### src/hw/rtl/hsfb_pkg.sv
// Shared types and constants for the status frame builder.
// No dependencies; imported by every RTL module of the block.
package hsfb_pkg;

    typedef logic [7:0] t_byte;

    // One classified tick: twelve flag hits and the buzzer latch after it
    typedef struct packed {
        logic [11:0] flags;
        logic        buzz;
    } t_rec;

    // Configuration register indexes
    typedef enum logic [2:0] {
        CFG_RELAY_ONE   = 3'd0,
        CFG_RELAY_TWO   = 3'd1,
        CFG_RELAY_THREE = 3'd2,
        CFG_RELAY_FOUR  = 3'd3,
        CFG_SETPOINT    = 3'd4,
        CFG_ARMED       = 3'd5
    } t_cfg_idx;

    localparam int    CFG_DATA_W      = 34;
    localparam int    TIME_W          = 17;
    localparam int    NUM_RELAYS      = 4;
    localparam int    NUM_FLAGS       = 12;
    localparam int    FRAME_LEN       = 14;
    localparam t_byte FRAME_HEADER    = 8'hFF;
    localparam t_byte ASCII_ZERO      = 8'h30;
    localparam logic [7:0] SETPOINT_RST = 8'd25;

    // Thresholds on 10-bit converter samples
    localparam logic [9:0] OUTSIDE_DARK_MAX  = 10'd306;
    localparam logic [9:0] INSIDE_BRIGHT_MIN = 10'd512;
    localparam logic [9:0] LASER_BLOCK_MAX   = 10'd613;

    // Divide by ten as multiply by 205 and shift by 11, exact for 0..1023
    localparam logic [7:0] TEMP_RECIP       = 8'd205;
    localparam int         TEMP_RECIP_SHIFT = 11;

    // ASCII code sent for each flag when it is set, frame bytes 1..12
    localparam t_byte FLAG_CODE [NUM_FLAGS] = '{
        8'h31, 8'h32, 8'h33, 8'h34, 8'h35, 8'h36,
        8'h37, 8'h38, 8'h39, 8'h31, 8'h32, 8'h33
    };

endpackage

### src/hw/rtl/hsfb_front.sv
// Front end: configuration registers, tick acceptance and flag classification.
// Depends on hsfb_pkg; feeds hsfb_queue.
module hsfb_front (
    input  logic                               i_clk,
    input  logic                               i_rst_n,
    input  logic                               i_cfg_valid,
    input  logic [2:0]                         i_cfg_index,
    input  logic [hsfb_pkg::CFG_DATA_W-1:0]    i_cfg_data,
    input  logic                               i_push,
    input  logic [4:0]                         i_clock_hour,
    input  logic [5:0]                         i_clock_minute,
    input  logic [5:0]                         i_clock_second,
    input  logic [9:0]                         i_temp_sample,
    input  logic [9:0]                         i_outside_light,
    input  logic [9:0]                         i_inside_light,
    input  logic [9:0]                         i_laser_light,
    output hsfb_pkg::t_rec                     o_rec
);
    import hsfb_pkg::*;

    logic [CFG_DATA_W-1:0] r_window [NUM_RELAYS];
    logic [7:0]            r_setpoint;
    logic                  r_armed;
    logic                  r_buzz;
    logic                  n_buzz;

    logic [TIME_W-1:0]     now;
    logic [17:0]           temp_prod;
    logic [6:0]            temp_whole;
    logic signed [7:0]     whole_s;
    logic signed [7:0]     sp_s;
    logic [11:0]           flags;

    // Hold configuration; the user must write only while the block is idle, not enforced here
    always_ff @(posedge i_clk) begin
        if (!i_rst_n) begin
            for (int k = 0; k < NUM_RELAYS; k++) begin
                r_window[k] <= '0;
            end
            r_setpoint <= SETPOINT_RST;
            r_armed    <= 1'b0;
        end else if (i_cfg_valid) begin
            case (i_cfg_index)
                CFG_RELAY_ONE:   r_window[0] <= i_cfg_data;
                CFG_RELAY_TWO:   r_window[1] <= i_cfg_data;
                CFG_RELAY_THREE: r_window[2] <= i_cfg_data;
                CFG_RELAY_FOUR:  r_window[3] <= i_cfg_data;
                CFG_SETPOINT:    r_setpoint  <= i_cfg_data[7:0];
                CFG_ARMED:       r_armed     <= i_cfg_data[0];
                default:         ;
            endcase
        end
    end

    // Classify the tick: relay time matches, temperature, light levels
    always_comb begin
        now       = {i_clock_hour, i_clock_minute, i_clock_second};
        temp_prod = 18'(i_temp_sample) * 18'(TEMP_RECIP);
        temp_whole = temp_prod[17:TEMP_RECIP_SHIFT];
        whole_s   = signed'({1'b0, temp_whole});
        sp_s      = signed'(r_setpoint);
        for (int k = 0; k < NUM_RELAYS; k++) begin
            flags[2*k]   = (now == r_window[k][TIME_W-1:0]);
            flags[2*k+1] = (now == r_window[k][2*TIME_W-1:TIME_W]);
        end
        flags[8]  = (sp_s < whole_s);
        flags[9]  = (sp_s > whole_s);
        flags[10] = (i_outside_light <= OUTSIDE_DARK_MAX);
        flags[11] = (i_inside_light >= INSIDE_BRIGHT_MIN);
    end

    // Update buzzer latch: clear when disarmed, set on a broken beam
    always_comb begin
        n_buzz = r_buzz;
        if (!r_armed) begin
            n_buzz = 1'b0;
        end else if (i_laser_light <= LASER_BLOCK_MAX) begin
            n_buzz = 1'b1;
        end
    end

    always_ff @(posedge i_clk) begin
        if (!i_rst_n) begin
            r_buzz <= 1'b0;
        end else if (i_push) begin
            r_buzz <= n_buzz;
        end
    end

    assign o_rec.flags = flags;
    assign o_rec.buzz  = n_buzz;

endmodule

### src/hw/rtl/hsfb_queue.sv
// Short FIFO of classified ticks between front and back ends.
// Depends on hsfb_pkg for the record type.
module hsfb_queue #(
    parameter int DEPTH = 2
) (
    input  logic           i_clk,
    input  logic           i_rst_n,
    input  logic           i_push,
    input  hsfb_pkg::t_rec i_rec,
    input  logic           i_pop,
    output hsfb_pkg::t_rec o_rec,
    output logic           o_full,
    output logic           o_empty
);
    import hsfb_pkg::*;

    localparam int AW = $clog2(DEPTH);
    localparam int CW = $clog2(DEPTH + 1);

    t_rec          r_mem [DEPTH];
    logic [AW-1:0] r_wr;
    logic [AW-1:0] r_rd;
    logic [CW-1:0] r_count;

    assign o_full  = (r_count == CW'(DEPTH));
    assign o_empty = (r_count == '0);
    assign o_rec   = r_mem[r_rd];

    // Store pushed records
    always_ff @(posedge i_clk) begin
        if (i_push) begin
            r_mem[r_wr] <= i_rec;
        end
    end

    // Advance pointers and occupancy
    always_ff @(posedge i_clk) begin
        if (!i_rst_n) begin
            r_wr    <= '0;
            r_rd    <= '0;
            r_count <= '0;
        end else begin
            if (i_push) begin
                r_wr <= (r_wr == AW'(DEPTH - 1)) ? '0 : r_wr + 1'b1;
            end
            if (i_pop) begin
                r_rd <= (r_rd == AW'(DEPTH - 1)) ? '0 : r_rd + 1'b1;
            end
            if (i_push && !i_pop) begin
                r_count <= r_count + 1'b1;
            end else if (!i_push && i_pop) begin
                r_count <= r_count - 1'b1;
            end
        end
    end

endmodule

### src/hw/rtl/hsfb_back.sv
// Back end: serializes one record into a fourteen-byte frame with checksum.
// Depends on hsfb_pkg; drains hsfb_queue and drives the output channel.
module hsfb_back (
    input  logic           i_clk,
    input  logic           i_rst_n,
    input  logic           i_q_empty,
    input  hsfb_pkg::t_rec i_q_rec,
    output logic           o_pop,
    output logic           o_valid,
    input  logic           i_stall,
    output logic [7:0]     o_frame_byte,
    output logic           o_frame_end,
    output logic           o_buzzer_on
);
    import hsfb_pkg::*;

    localparam logic [3:0] IDX_LAST = 4'(FRAME_LEN - 1);

    t_rec       r_rec;
    logic       r_busy;
    logic [3:0] r_idx;
    logic [7:0] r_sum;
    logic       r_ov;
    logic [7:0] r_byte;
    logic       r_end;
    logic       r_buzz;

    logic       adv;
    logic       last;
    logic [3:0] flag_idx;
    t_byte      cur_byte;

    // Output register moves when empty or taken
    assign adv   = !r_ov || !i_stall;
    assign last  = r_busy && (r_idx == IDX_LAST);
    assign o_pop = !i_q_empty && (!r_busy || (adv && last));

    // Select the byte at the current frame position
    always_comb begin
        flag_idx = r_idx - 4'd1;
        if (r_idx == '0) begin
            cur_byte = FRAME_HEADER;
        end else if (r_idx == IDX_LAST) begin
            cur_byte = r_sum;
        end else if (r_rec.flags[flag_idx]) begin
            cur_byte = FLAG_CODE[flag_idx];
        end else begin
            cur_byte = ASCII_ZERO;
        end
    end

    // Step through the frame and load the next record on the last byte
    always_ff @(posedge i_clk) begin
        if (!i_rst_n) begin
            r_busy <= 1'b0;
            r_ov   <= 1'b0;
            r_idx  <= '0;
        end else begin
            if (adv) begin
                r_ov <= r_busy;
                if (r_busy) begin
                    r_byte <= cur_byte;
                    r_end  <= last;
                    r_buzz <= r_rec.buzz;
                    r_sum  <= (r_idx == '0) ? '0 : r_sum + cur_byte;
                    r_idx  <= r_idx + 4'd1;
                end
            end
            if (o_pop) begin
                r_rec  <= i_q_rec;
                r_busy <= 1'b1;
                r_idx  <= '0;
            end else if (adv && last) begin
                r_busy <= 1'b0;
            end
        end
    end

    assign o_valid      = r_ov;
    assign o_frame_byte = r_byte;
    assign o_frame_end  = r_end;
    assign o_buzzer_on  = r_buzz;

endmodule

### src/hw/rtl/home_status_frame_builder_core.sv
// Top level of the status frame builder: front end, record queue, back end.
// Depends on hsfb_pkg, hsfb_front, hsfb_queue and hsfb_back.
//
//  channel   handshake                   payload
//  -------   -------------------------   --------------------------------------
//  tick in   i_valid / o_stall           clock hour, minute, second, four samples
//  frame out o_valid / i_stall           frame byte, frame end, buzzer state
//  config    i_cfg_valid / o_cfg_ready   register index (3 bits), data (34 bits)
//
// Each tick produces fourteen bytes, one per cycle from the back end's output
// register while the output does not stall. The front end classifies a tick in
// the cycle it is accepted; the queue holds P_QUEUE_DEPTH classified ticks, so
// input stalls only when the queue is full. Reset is synchronous, active low; it
// restores register defaults and clears the buzzer latch. Output stall holds the
// current byte and pauses the frame.
module home_status_frame_builder_core #(
    parameter int P_QUEUE_DEPTH = 2
) (
    input  logic                            i_clk,
    input  logic                            i_rst_n,
    input  logic                            i_valid,
    output logic                            o_stall,
    input  logic [4:0]                      i_clock_hour,
    input  logic [5:0]                      i_clock_minute,
    input  logic [5:0]                      i_clock_second,
    input  logic [9:0]                      i_temp_sample,
    input  logic [9:0]                      i_outside_light,
    input  logic [9:0]                      i_inside_light,
    input  logic [9:0]                      i_laser_light,
    output logic                            o_valid,
    input  logic                            i_stall,
    output logic [7:0]                      o_frame_byte,
    output logic                            o_frame_end,
    output logic                            o_buzzer_on,
    input  logic                            i_cfg_valid,
    output logic                            o_cfg_ready,
    input  logic [2:0]                      i_cfg_index,
    input  logic [hsfb_pkg::CFG_DATA_W-1:0] i_cfg_data
);
    import hsfb_pkg::*;

    t_rec front_rec;
    t_rec q_rec;
    logic push;
    logic pop;
    logic q_full;
    logic q_empty;

    // Accept a tick whenever the queue has room
    assign o_stall     = q_full;
    assign push        = i_valid && !q_full;
    assign o_cfg_ready = 1'b1;

    hsfb_front u_front (
        .i_clk           (i_clk),
        .i_rst_n         (i_rst_n),
        .i_cfg_valid     (i_cfg_valid),
        .i_cfg_index     (i_cfg_index),
        .i_cfg_data      (i_cfg_data),
        .i_push          (push),
        .i_clock_hour    (i_clock_hour),
        .i_clock_minute  (i_clock_minute),
        .i_clock_second  (i_clock_second),
        .i_temp_sample   (i_temp_sample),
        .i_outside_light (i_outside_light),
        .i_inside_light  (i_inside_light),
        .i_laser_light   (i_laser_light),
        .o_rec           (front_rec)
    );

    hsfb_queue #(
        .DEPTH (P_QUEUE_DEPTH)
    ) u_queue (
        .i_clk   (i_clk),
        .i_rst_n (i_rst_n),
        .i_push  (push),
        .i_rec   (front_rec),
        .i_pop   (pop),
        .o_rec   (q_rec),
        .o_full  (q_full),
        .o_empty (q_empty)
    );

    hsfb_back u_back (
        .i_clk        (i_clk),
        .i_rst_n      (i_rst_n),
        .i_q_empty    (q_empty),
        .i_q_rec      (q_rec),
        .o_pop        (pop),
        .o_valid      (o_valid),
        .i_stall      (i_stall),
        .o_frame_byte (o_frame_byte),
        .o_frame_end  (o_frame_end),
        .o_buzzer_on  (o_buzzer_on)
    );

endmodule

### config.mk
export PLATFORM = sky130hd
export DESIGN_NAME = home_status_frame_builder_core
export DESIGN_NICKNAME = d
export VERILOG_FILES = /design/src/hw/rtl/hsfb_pkg.sv /design/src/hw/rtl/hsfb_front.sv /design/src/hw/rtl/hsfb_queue.sv /design/src/hw/rtl/hsfb_back.sv /design/src/hw/rtl/home_status_frame_builder_core.sv
export SDC_FILE = /design/constraint.sdc
export NUM_CORES = 1
export LEC_CHECK = 0
export BUFFER_PORTS_ARGS = -buffer_cell sky130_fd_sc_hd__buf_2
export CAP_MARGIN = 40
export CORE_UTILIZATION = 65
export DETAILED_ROUTE_END_ITERATION = 7
export GPL_ROUTABILITY_DRIVEN = 0
export PLACE_DENSITY_LB_ADDON = 0.15
export REMOVE_ABC_BUFFERS = 1
export SLEW_MARGIN = 10
export SYNTH_ARGS = -nofsm -noshare
export SYNTH_HDL_FRONTEND = slang
export SYNTH_SLANG_ARGS = --single-unit
### constraint.sdc
create_clock -name i_clk -period 16.2 [get_ports i_clk]
set_input_delay 3.24 -clock i_clk [delete_from_list [all_inputs] [get_ports i_clk]]
set_output_delay 3.24 -clock i_clk [all_outputs]
set_load 0.03 [all_outputs]
Word-level counts from Yosys, hierarchy flattened --
Memory sizes are Yosys's and may differ from the RTL's. A register that Yosys moved wholly into a read port is not among the register bits. Index checks and enable logic that the tools add are counted.
Storage, ports and cells: flip-flop bits (word level) 38, bits in writable memories 162, bits in read-only memories 128, memories kept 3
Operators by class: $add $sub $neg 7, $mul 1, $lt $le $gt $ge 7, equal/unequal tests 15, multiplexer cells 38, bitwise operators 6, reductions and logical operators 26
Memories:
- u_front.r_window | depth 4, bits a word 34, rd ports 4, clocked after memory_dff 0, wr ports 4, RTL line hsfb_front.sv:21 | logic [CFG_DATA_W-1:0] r_window [NUM_RELAYS];
- (no name shown) | depth 16, bits a word 8, rd ports 1, clocked after memory_dff 0, wr ports 0, RTL line hsfb_back.sv:46 | cur_byte = FLAG_CODE[flag_idx];
- u_queue.r_mem | depth 2, bits a word 13, rd ports 1, clocked after memory_dff 1, wr ports 1, RTL line hsfb_queue.sv:20 | t_rec r_mem [DEPTH];
Operator list (count):
- equality test 17 bit | 8
- two-way mux 34 bit | 4
- two-way mux 8 bit | 5
- two-way mux 1 bit | 26
- multiplier 10 x 8 -> 18 bit (second input constant) | 1
- greater-or-equal comparator 10 bit (second input constant) | 1
- less-or-equal comparator 10 bit (second input constant) | 1
- less-or-equal comparator 10 x 9 -> 1 bit (second input constant) | 1
- adder 8 bit | 1
- greater-than comparator 8 bit | 1
- < comparator 8 bit | 1
- AND reduction 2 bit | 4
- logical NOT 1 bit | 7
- equality test 3 x 2 -> 1 bit (second input constant) | 2
- equality test 3 bit (second input constant) | 2
- logical AND 1 bit | 6
- greater-or-equal comparator 5 bit (second input constant) | 1
- < comparator 4 x 5 -> 1 bit (second input constant) | 1
- inverter 4 -> 5 bit | 1
- adder 4 x 1 -> 4 bit (second input constant) | 1
- binary-select mux 1 bit (select 4 bit) | 1
- equality test 4 bit (second input constant) | 1
- logical NOT 4 bit | 1
- two-way mux 2 bit | 2
- other kinds (14) | 20

Longest topological paths before layout --
Gate-level depths: netlist (run 1).
depth in word-level cells 9, mapped depth 22, depth with buffers taken out 22

Modules after synthesis --
From an unflattened synthesis (run 1), not the netlist that was laid out.
Unflattened totals: cells, all modules 957, area, all modules 11840.1 µm²
Modules (own cells, without submodules):
- hsfb_front | times used 1, cells an instance 737, area an instance 8744.6 µm²
- hsfb_back | times used 1, cells an instance 155, area an instance 1919.3 µm²
- hsfb_queue | times used 1, cells an instance 62, area an instance 1151.1 µm²
- home_status_frame_builder_core | times used 1, cells an instance 3, area an instance 25.0 µm²

Worst setup path after synthesis (run 1) --
Ideal clock, no wire load.
path type input to register, from in i_temp_sample[5], to mem u_queue.r_mem[0][10] (netlist name) (data pin), library setup time 261 ps, arrival 7266 ps, data required time 15939 ps, path slack 8673 ps, cell stages on the path 20, cell sequence ha_1 -> fa_1 -> fa_1 -> inv_1 -> fa_1 -> inv_1 -> ha_1 -> a211oi_1 -> o211ai_1 -> nand2_1 -> nand2_1 -> a21oi_1 -> xor2_1 -> ha_1 -> nor2b_1 -> o21a_1 -> o21a_1 -> o21ai_0 -> a21o_1 -> a21oi_1
RTL lines:
- start, declared | RTL line home_status_frame_builder_core.sv:26 | input logic [9:0] i_temp_sample,
- end, declared | RTL line hsfb_queue.sv:20

==> run metrics, run 1 <==
WP data arrival 7.92 ns; clock tree from TritonCTS yes; Max-Cap Viols 0; Psw 0.465 mW; router iterations before antenna repair 5; Pins Over Slew Limit 0; Antenna Violating Nets Remaining 0; vias in the first global route 7224; DIE HEIGHT 135 um; Mapped Cells 940; setup TNS 0 ns; Core Area 17300 um2; Internal 1.17 mW; post-synthesis compound-gate area fraction 0.0435; Post-synth EDFFs 193; Synth Area in Adders 0.106; H-tree levels 1; layout cell share with drive strength beyond 1 0.166; sequential share of power 0.428; Detailed Route WL 23400 um; Vias per Instance 5.53; placed instance count 1237; Tcrit/Tclk final 0.470; Leak 5.24 nW; critical path class in2reg; Pwr Density 126 nW/um2; vias post-DR 7062; # diodes 0; CP max FO 4; Core Rows 48; Clk Latency, worst-skew pair 0.49 ns; Least-Margin Pin Slew 0.777 ns; critical path capture point type flop; Power, Total 1.64 mW; Port Buffers 100; clk slew on worst S/H paths 0.06 ns; final net count 1221; Comb pwr share 0.250; Starting Density 0.666; Layout area overhead 13.3%; Critical R2R Launch u_back.r_idx[0]$_SDFFE_PP0P_; maximum clock path buffer count 3; Switching Fraction 0.284; XOR/XNOR share of the synthesized area 0.123; Area contributors post-synth edfxtp_1 (50%), xor2_1 (8.9%), and2_1 (7.5%); initial antenna violation count 0; CTS Sinks 213; Final Critical Period 7.61 ns; area leader, netlist edfxtp_1; Hold Crit Class reg2reg; Final Hold Viols 0; share of the synthesized area in the top cell type 0.503; PostCTS Resize Cnt 0; first-pass GRT wire length 37200 um; Critical Path RT 16.51 ns; largest family of logic cells by synthesized area simple AND/OR/NAND/NOR gates; Worst slew margin 0.477; Detailed Route Iter0 Violations 446; Setup violations, final 0; Root Driver clkbuf_16; DRC Markers 0; full die area 18300 um2; I/O pins 112; setup bufs post-CTS 0; Mean Syn Cell Area 12.3 um2; Fin Clk Skew 0.00718 ns; Worst Min Path Start u_front.r_buzz$_SDFFE_PN0P_; status finished, final reports clean; VDD IR max 0.120 mV; Post-synth ARST share 0; Peak Freq 0.131 GHz; global-route usage over all layers 0.268; hold_buf cts 0; post-synthesis mux area share 0.0182; pin count of the biggest net entering global routing 35; synthesized area 11500 um2; Worst Setup SP i_temp_sample[5]; Finished Layout Cells 1276; post-synth cell types 50; post-synthesis sequential area ratio 0.538; wire per inst 18.4 um; Post-Synth Simple-Gate Area 0.136; clock share of power 0.321; Overflow after GRT 0; RSZ-0062 raised after global routing no; Setup crit start kind input port; flops & latches, synth 213; Ys Warns 0; Die Wd 135 um; hpwl dp 16200 um; Most used DFF post-synth edfxtp_1; Num CTS Buffers 22
==> layer usage <==
metal / GRT usage / up-vias / routed length (um)
li1: - / 3422 / -
met1: 0.366 / 3419 / 10100
met2: 0.456 / 187 / 11600
met3: 0.0385 / 34 / 1250
met4: 0.0618 / 0 / 434
met5: 0 / - / 0
==> state kept, by name (all words and copies together) (netlist names) <==
name	flops
u_back.o_buzzer_on	1
u_back.o_frame_byte	8
u_back.o_frame_end	1
u_back.o_valid	1
u_back.r_busy	1
u_back.r_idx	4
u_back.r_rec	13
u_back.r_sum	8
u_front.r_armed	1
u_front.r_buzz	1
u_front.r_setpoint	8
u_front.r_window	136
u_queue.r_count	2
u_queue.r_mem	26
u_queue.r_rd	1
u_queue.r_wr	1
==> area by class of cell <==
type / count / area [um2]
multi-input cells: 625 / 4990
clock buffers: 28 / 604
flip-flops and latches: 213 / 6200
fillers: 1177 / 4240
well taps: 225 / 282
inverters: 62 / 233
repair buffers: 112 / 591
clock inverters: 11 / 155
==> power by group through the flow <==
stage	registers, mW	clock network (mW)	logic, mW
2_1_floorplan	0.712	0	0.291
3_3_place_gp	0.710	0	0.392
3_5_place_dp	0.713	0	0.407
4_1_cts	0.702	0.533	0.414
5_1_grt	0.709	0.550	0.463
6_report	0.702	0.527	0.410
==> logic make-up after synthesis <==
family                     Yosys count
buffers and inverters              102
other                                1
xor gates and xnor gates           161
AOI/OAI and AO/OA                   74
and+or+nand+nor                    283
adders and majority gates           87
muxes                               19
DFF                                213
==> final timing paths <==
check,end,slack [ns],depth (start not counted)
hold / removal,u_front.r_buzz$_SDFFE_PN0P_,0.46,2
hold reg to reg,u_front.r_buzz$_SDFFE_PN0P_,0.46,2
setup / recovery,u_queue.r_mem[1][10]$_DFFE_PP_,8.59,19
setup reg to reg,u_back.r_sum[6]$_SDFFCE_PN0P_,12.09,14
==> cells in the mapped netlist (2+ instances only) <==
| cell | instances |
|---|---|
| nand2b_1 | 4 |
| mux2_2 | 16 |
| nand3_1 | 15 |
| dfxtp_1 | 20 |
| a211oi_1 | 3 |
| o21ai_0 | 11 |
| nand4_1 | 9 |
| o31ai_1 | 2 |
| o211ai_1 | 2 |
| edfxtp_1 | 193 |
| nand2_1 | 39 |
| a21oi_1 | 24 |
| nor2b_1 | 7 |
| buf_6 | 2 |
| nor3_1 | 13 |
| mux2i_1 | 3 |
| ha_1 | 68 |
| xnor2_1 | 43 |
| fa_1 | 18 |
| clkbuf_1 | 36 |
| inv_1 | 62 |
| xor2_1 | 117 |
| and2_1 | 138 |
| nor2_1 | 29 |
| a211o_1 | 2 |
| o21ai_1 | 3 |
| nor4_1 | 24 |
| o21a_1 | 5 |
| a221o_1 | 4 |
| a21o_1 | 8 |
==> critical path: stages <==
cell	delay, ns
buf_2	0.12
ha_1	0.33
fa_1	0.53
fa_1	0.56
inv_1	0.06
fa_1	0.54
inv_1	0.04
ha_1	0.29
a211oi_1	0.22
o211ai_1	0.20
a211oi_2	0.36
a21oi_1	0.16
nor2_1	0.14
xnor2_1	0.10
ha_1	0.30
and4b_1	0.22
o21ai_0	0.09
a21o_1	0.22
a21oi_1	0.21
==> layout by cell type (no fill, tap or decap), types with 20 or more instances in the layout <==
master     netlist  routed
xor2_1         117     117
ha_1            68      68
inv_1           62      62
and2_1         138     138
a21oi_1         24      24
nor2_1          29      27
buf_2            0     100
edfxtp_1       193     193
dfxtp_1         20      20
nor4_1          24      24
nand2_1         39      39
clkbuf_16        0      23
xnor2_1         43      43
==> through the flow <==
stage          worst slack (ns)  utilization  hold WS, ns  instance area, um2
4_1_cts                    8.61        0.755        0.461               13100
3_5_place_dp               8.13        0.711        0.421               12300
2_1_floorplan              8.67            -        0.400               11400
5_1_grt                    8.29        0.755        0.457               13100
3_3_place_gp               8.15        0.710        0.423               12300
6_report                   8.59        0.755        0.460               13100
No activity file was read; power rests on OpenSTA's default activity.
==> run 2, diff against run 1 <==
CORE_UTILIZATION = 60   (was 65)
clock period = 7.2 ns   (was 16.2 ns; I/O delays follow)
==> run 2 against run 1 <==
Against the previous run:
- clock skew increased by 0.0028 ns
- via count decreased by 0.16%
- first-iteration DRC count decreased by 18%
- sequential power increased by 130%
- non-clock buffer count unchanged
- combinational power increased by 120%
- global-route usage decreased by 2.5 points
- wire length decreased by 1.7%
- flip-flop and latch count unchanged
- critical path type unchanged
- largest cell class unchanged
==> run metrics, run 2 (synthesis gave the netlist of run 1 again) <==
Least-Margin Pin Slew 0.762 ns (-0.0147 ns); max reg flops 136 (unchanged); Hold Crit Class reg2reg; I/O pins 112 (unchanged); Critical R2R Launch u_back.r_idx[0]$_SDFFE_PP0P_; Fin Clk Skew 0.00994 ns (+0.00277 ns); initial antenna violation count 0 (unchanged); hpwl dp 16200 um (-0.26%); Worst slew margin 0.487 (+0.00991); Worst Setup SP i_temp_sample[5]; # diodes 0 (unchanged); global-route usage over all layers 0.243 (-0.0251); full die area 19800 um2 (+8.2%); Pwr Density 279 nW/um2 (+120%); Detailed Route WL 23000 um (-1.7%); CP max FO 3 (-1); clock tree from TritonCTS yes; DIE HEIGHT 141 um (+4.0%); worst reg-to-reg path cell count 14 (unchanged); CP bufs+invs 3 (unchanged); critical path class in2reg; PostCTS Resize Cnt 0 (unchanged); Vias per Instance 5.47 (-1.1%); pin count of the biggest net entering global routing 35 (unchanged); Clk Latency, worst-skew pair 0.50 ns (about the same); largest registers u_front.r_window x136, u_queue.r_mem x26, u_back.r_rec x13; WP data arrival 6.07 ns (-1.85 ns); Num CTS Buffers 23 (+4.5%); Die Wd 141 um (+4.0%); FILL cells 1370 (+16%); vias in the first global route 7125 (-1.4%); cell chain of the critical path buf_2, ha_1, fa_1, fa_1, inv_1, fa_1, inv_1, ha_1, a211oi_1, o211ai_1, nand2_1, nand2_1, a21oi_1, xor2_1, ha_1, nor2b_1, o21a_1, o21a_1, o21ai_0, a21o_1, a21oi_1; most common cell after layout, fill and taps aside edfxtp_1; Core Rows 50 (+4.2%); Setup violations, final 0 (unchanged); Leak 5.23 nW (about the same); Core Area 18800 um2 (+8.5%); layout cell share with drive strength beyond 1 0.166 (+0.000478); vias post-DR 7051 (-0.16%); Placement Cell Area 12300 um2 (about the same); hold_buf cts 0 (unchanged); cell area after layout 13100 um2 (about the same); first-pass GRT wire length 36900 um (-0.74%); Layout area overhead 13.2% (about the same); H-tree levels 1 (unchanged); Worst Min Path Start u_back.r_rec[0]$_DFFE_PP_; setup TNS 0 ns (unchanged); Final Hold Viols 0 (unchanged); commonest cells after routing, fill and taps aside edfxtp_1 (193), and2_1 (138), xor2_1 (117); maximum clock path buffer count 3 (unchanged); CP max stage cell fa_1; Starting Density 0.614 (-0.0522); Port Buffers 100 (unchanged); Setup crit start kind input port; Worst path max stage delay 0.55 ns (about the same); Critical Path RT 7.44 ns (-9.07 ns); wire per inst 17.9 um (-2.6%); Max-Cap Viols 0 (unchanged); Reg with most FFs u_front.r_window; Detailed Route Iter0 Violations 364 (-18%); Final Critical Period 5.82 ns; DRC Markers 0 (unchanged); Peak Freq 0.172 GHz; Pins Over Slew Limit 0 (unchanged); Antenna Violating Nets Remaining 0 (unchanged); clk slew on worst S/H paths 0.06 ns (about the same); VDD IR max 0.185 mV (+55%); critical path capture point type flop; crit-path leading delay family adder cells; Root Driver clkbuf_16; CTS Sinks 213 (unchanged); RSZ-0062 raised after global routing no; setup bufs post-CTS 0 (unchanged); status finished, final reports clean; Levels on crit path 21 (+2); Overflow after GRT 0 (unchanged); router iterations before antenna repair 5 (unchanged); final net count 1222 (+0.082%); Hold Path Stages 0 (-2); Tcrit/Tclk final 0.809
## run 2: cell types whose count changed in the layout (fill, tap and decap cells not counted)
| cell | delta |
|---|---|
| clkbuf_1 | +4 |
| clkbuf_16 | +1 |
| clkinvlp_4 | -1 |
| inv_6 | +1 |
| bufinv_16 | -4 |
| clkinv_2 | -2 |
| clkinv_1 | -2 |
| clkbuf_8 | +6 |
## run 2: per-stage QoR
stage | power [mW] | util | hold slack (ns) | cells | setup WS, ns
4_1_cts | 3.66 | 0.695 | 0.422 | 1288 | 1.44
3_3_place_gp | 2.49 | 0.655 | 0.403 | 1245 | 0.973
2_1_floorplan | 2.26 | - | 0.400 | 900 | 1.47
6_report | 3.64 | 0.695 | 0.421 | 1288 | 1.38
5_1_grt | 3.82 | 0.695 | 0.434 | 1288 | 1.09
3_5_place_dp | 2.52 | 0.656 | 0.405 | 1246 | 0.938
## run 2: layout make-up
cell class	instances	area [um2]	share of cell area
Clock buffer	39	727	0.0557
Clock inverter	3	18.8	0.00144
Inverter	62	233	0.0178
Multi-Input combinational cell	625	4990	0.383
Sequential cell	213	6200	0.475
Tap cell	234	293	0.0224
Timing Repair Buffer	112	591	0.0453
## run 2: worst paths after layout
| kind | endpoint | slack [ns] |
|---|---|---|
| worst min register to register | u_back.o_buzzer_on$_DFFE_PP_ | 0.42 |
| worst min-delay path | u_back.o_buzzer_on$_DFFE_PP_ | 0.42 |
| worst max register to register | u_back.r_sum[6]$_SDFFCE_PN0P_ | 3.09 |
| worst max-delay path | u_queue.r_mem[1][10]$_DFFE_PP_ | 1.38 |
## run 2: report_power, final
group | total, mW | internal, mW | switching [mW]
logic | 0.917 | 0.398 | 0.519
registers | 1.58 | 1.51 | 0.0683
clock network | 1.14 | 0.685 | 0.457
## run 2: per-layer routing
layer	up-vias	wire, um	GRT usage
met5	-	0	0
met4	0	500	0.0652
met3	37	1080	0.0285
met2	161	11300	0.423
met1	3420	10100	0.324
li1	3433	-	-
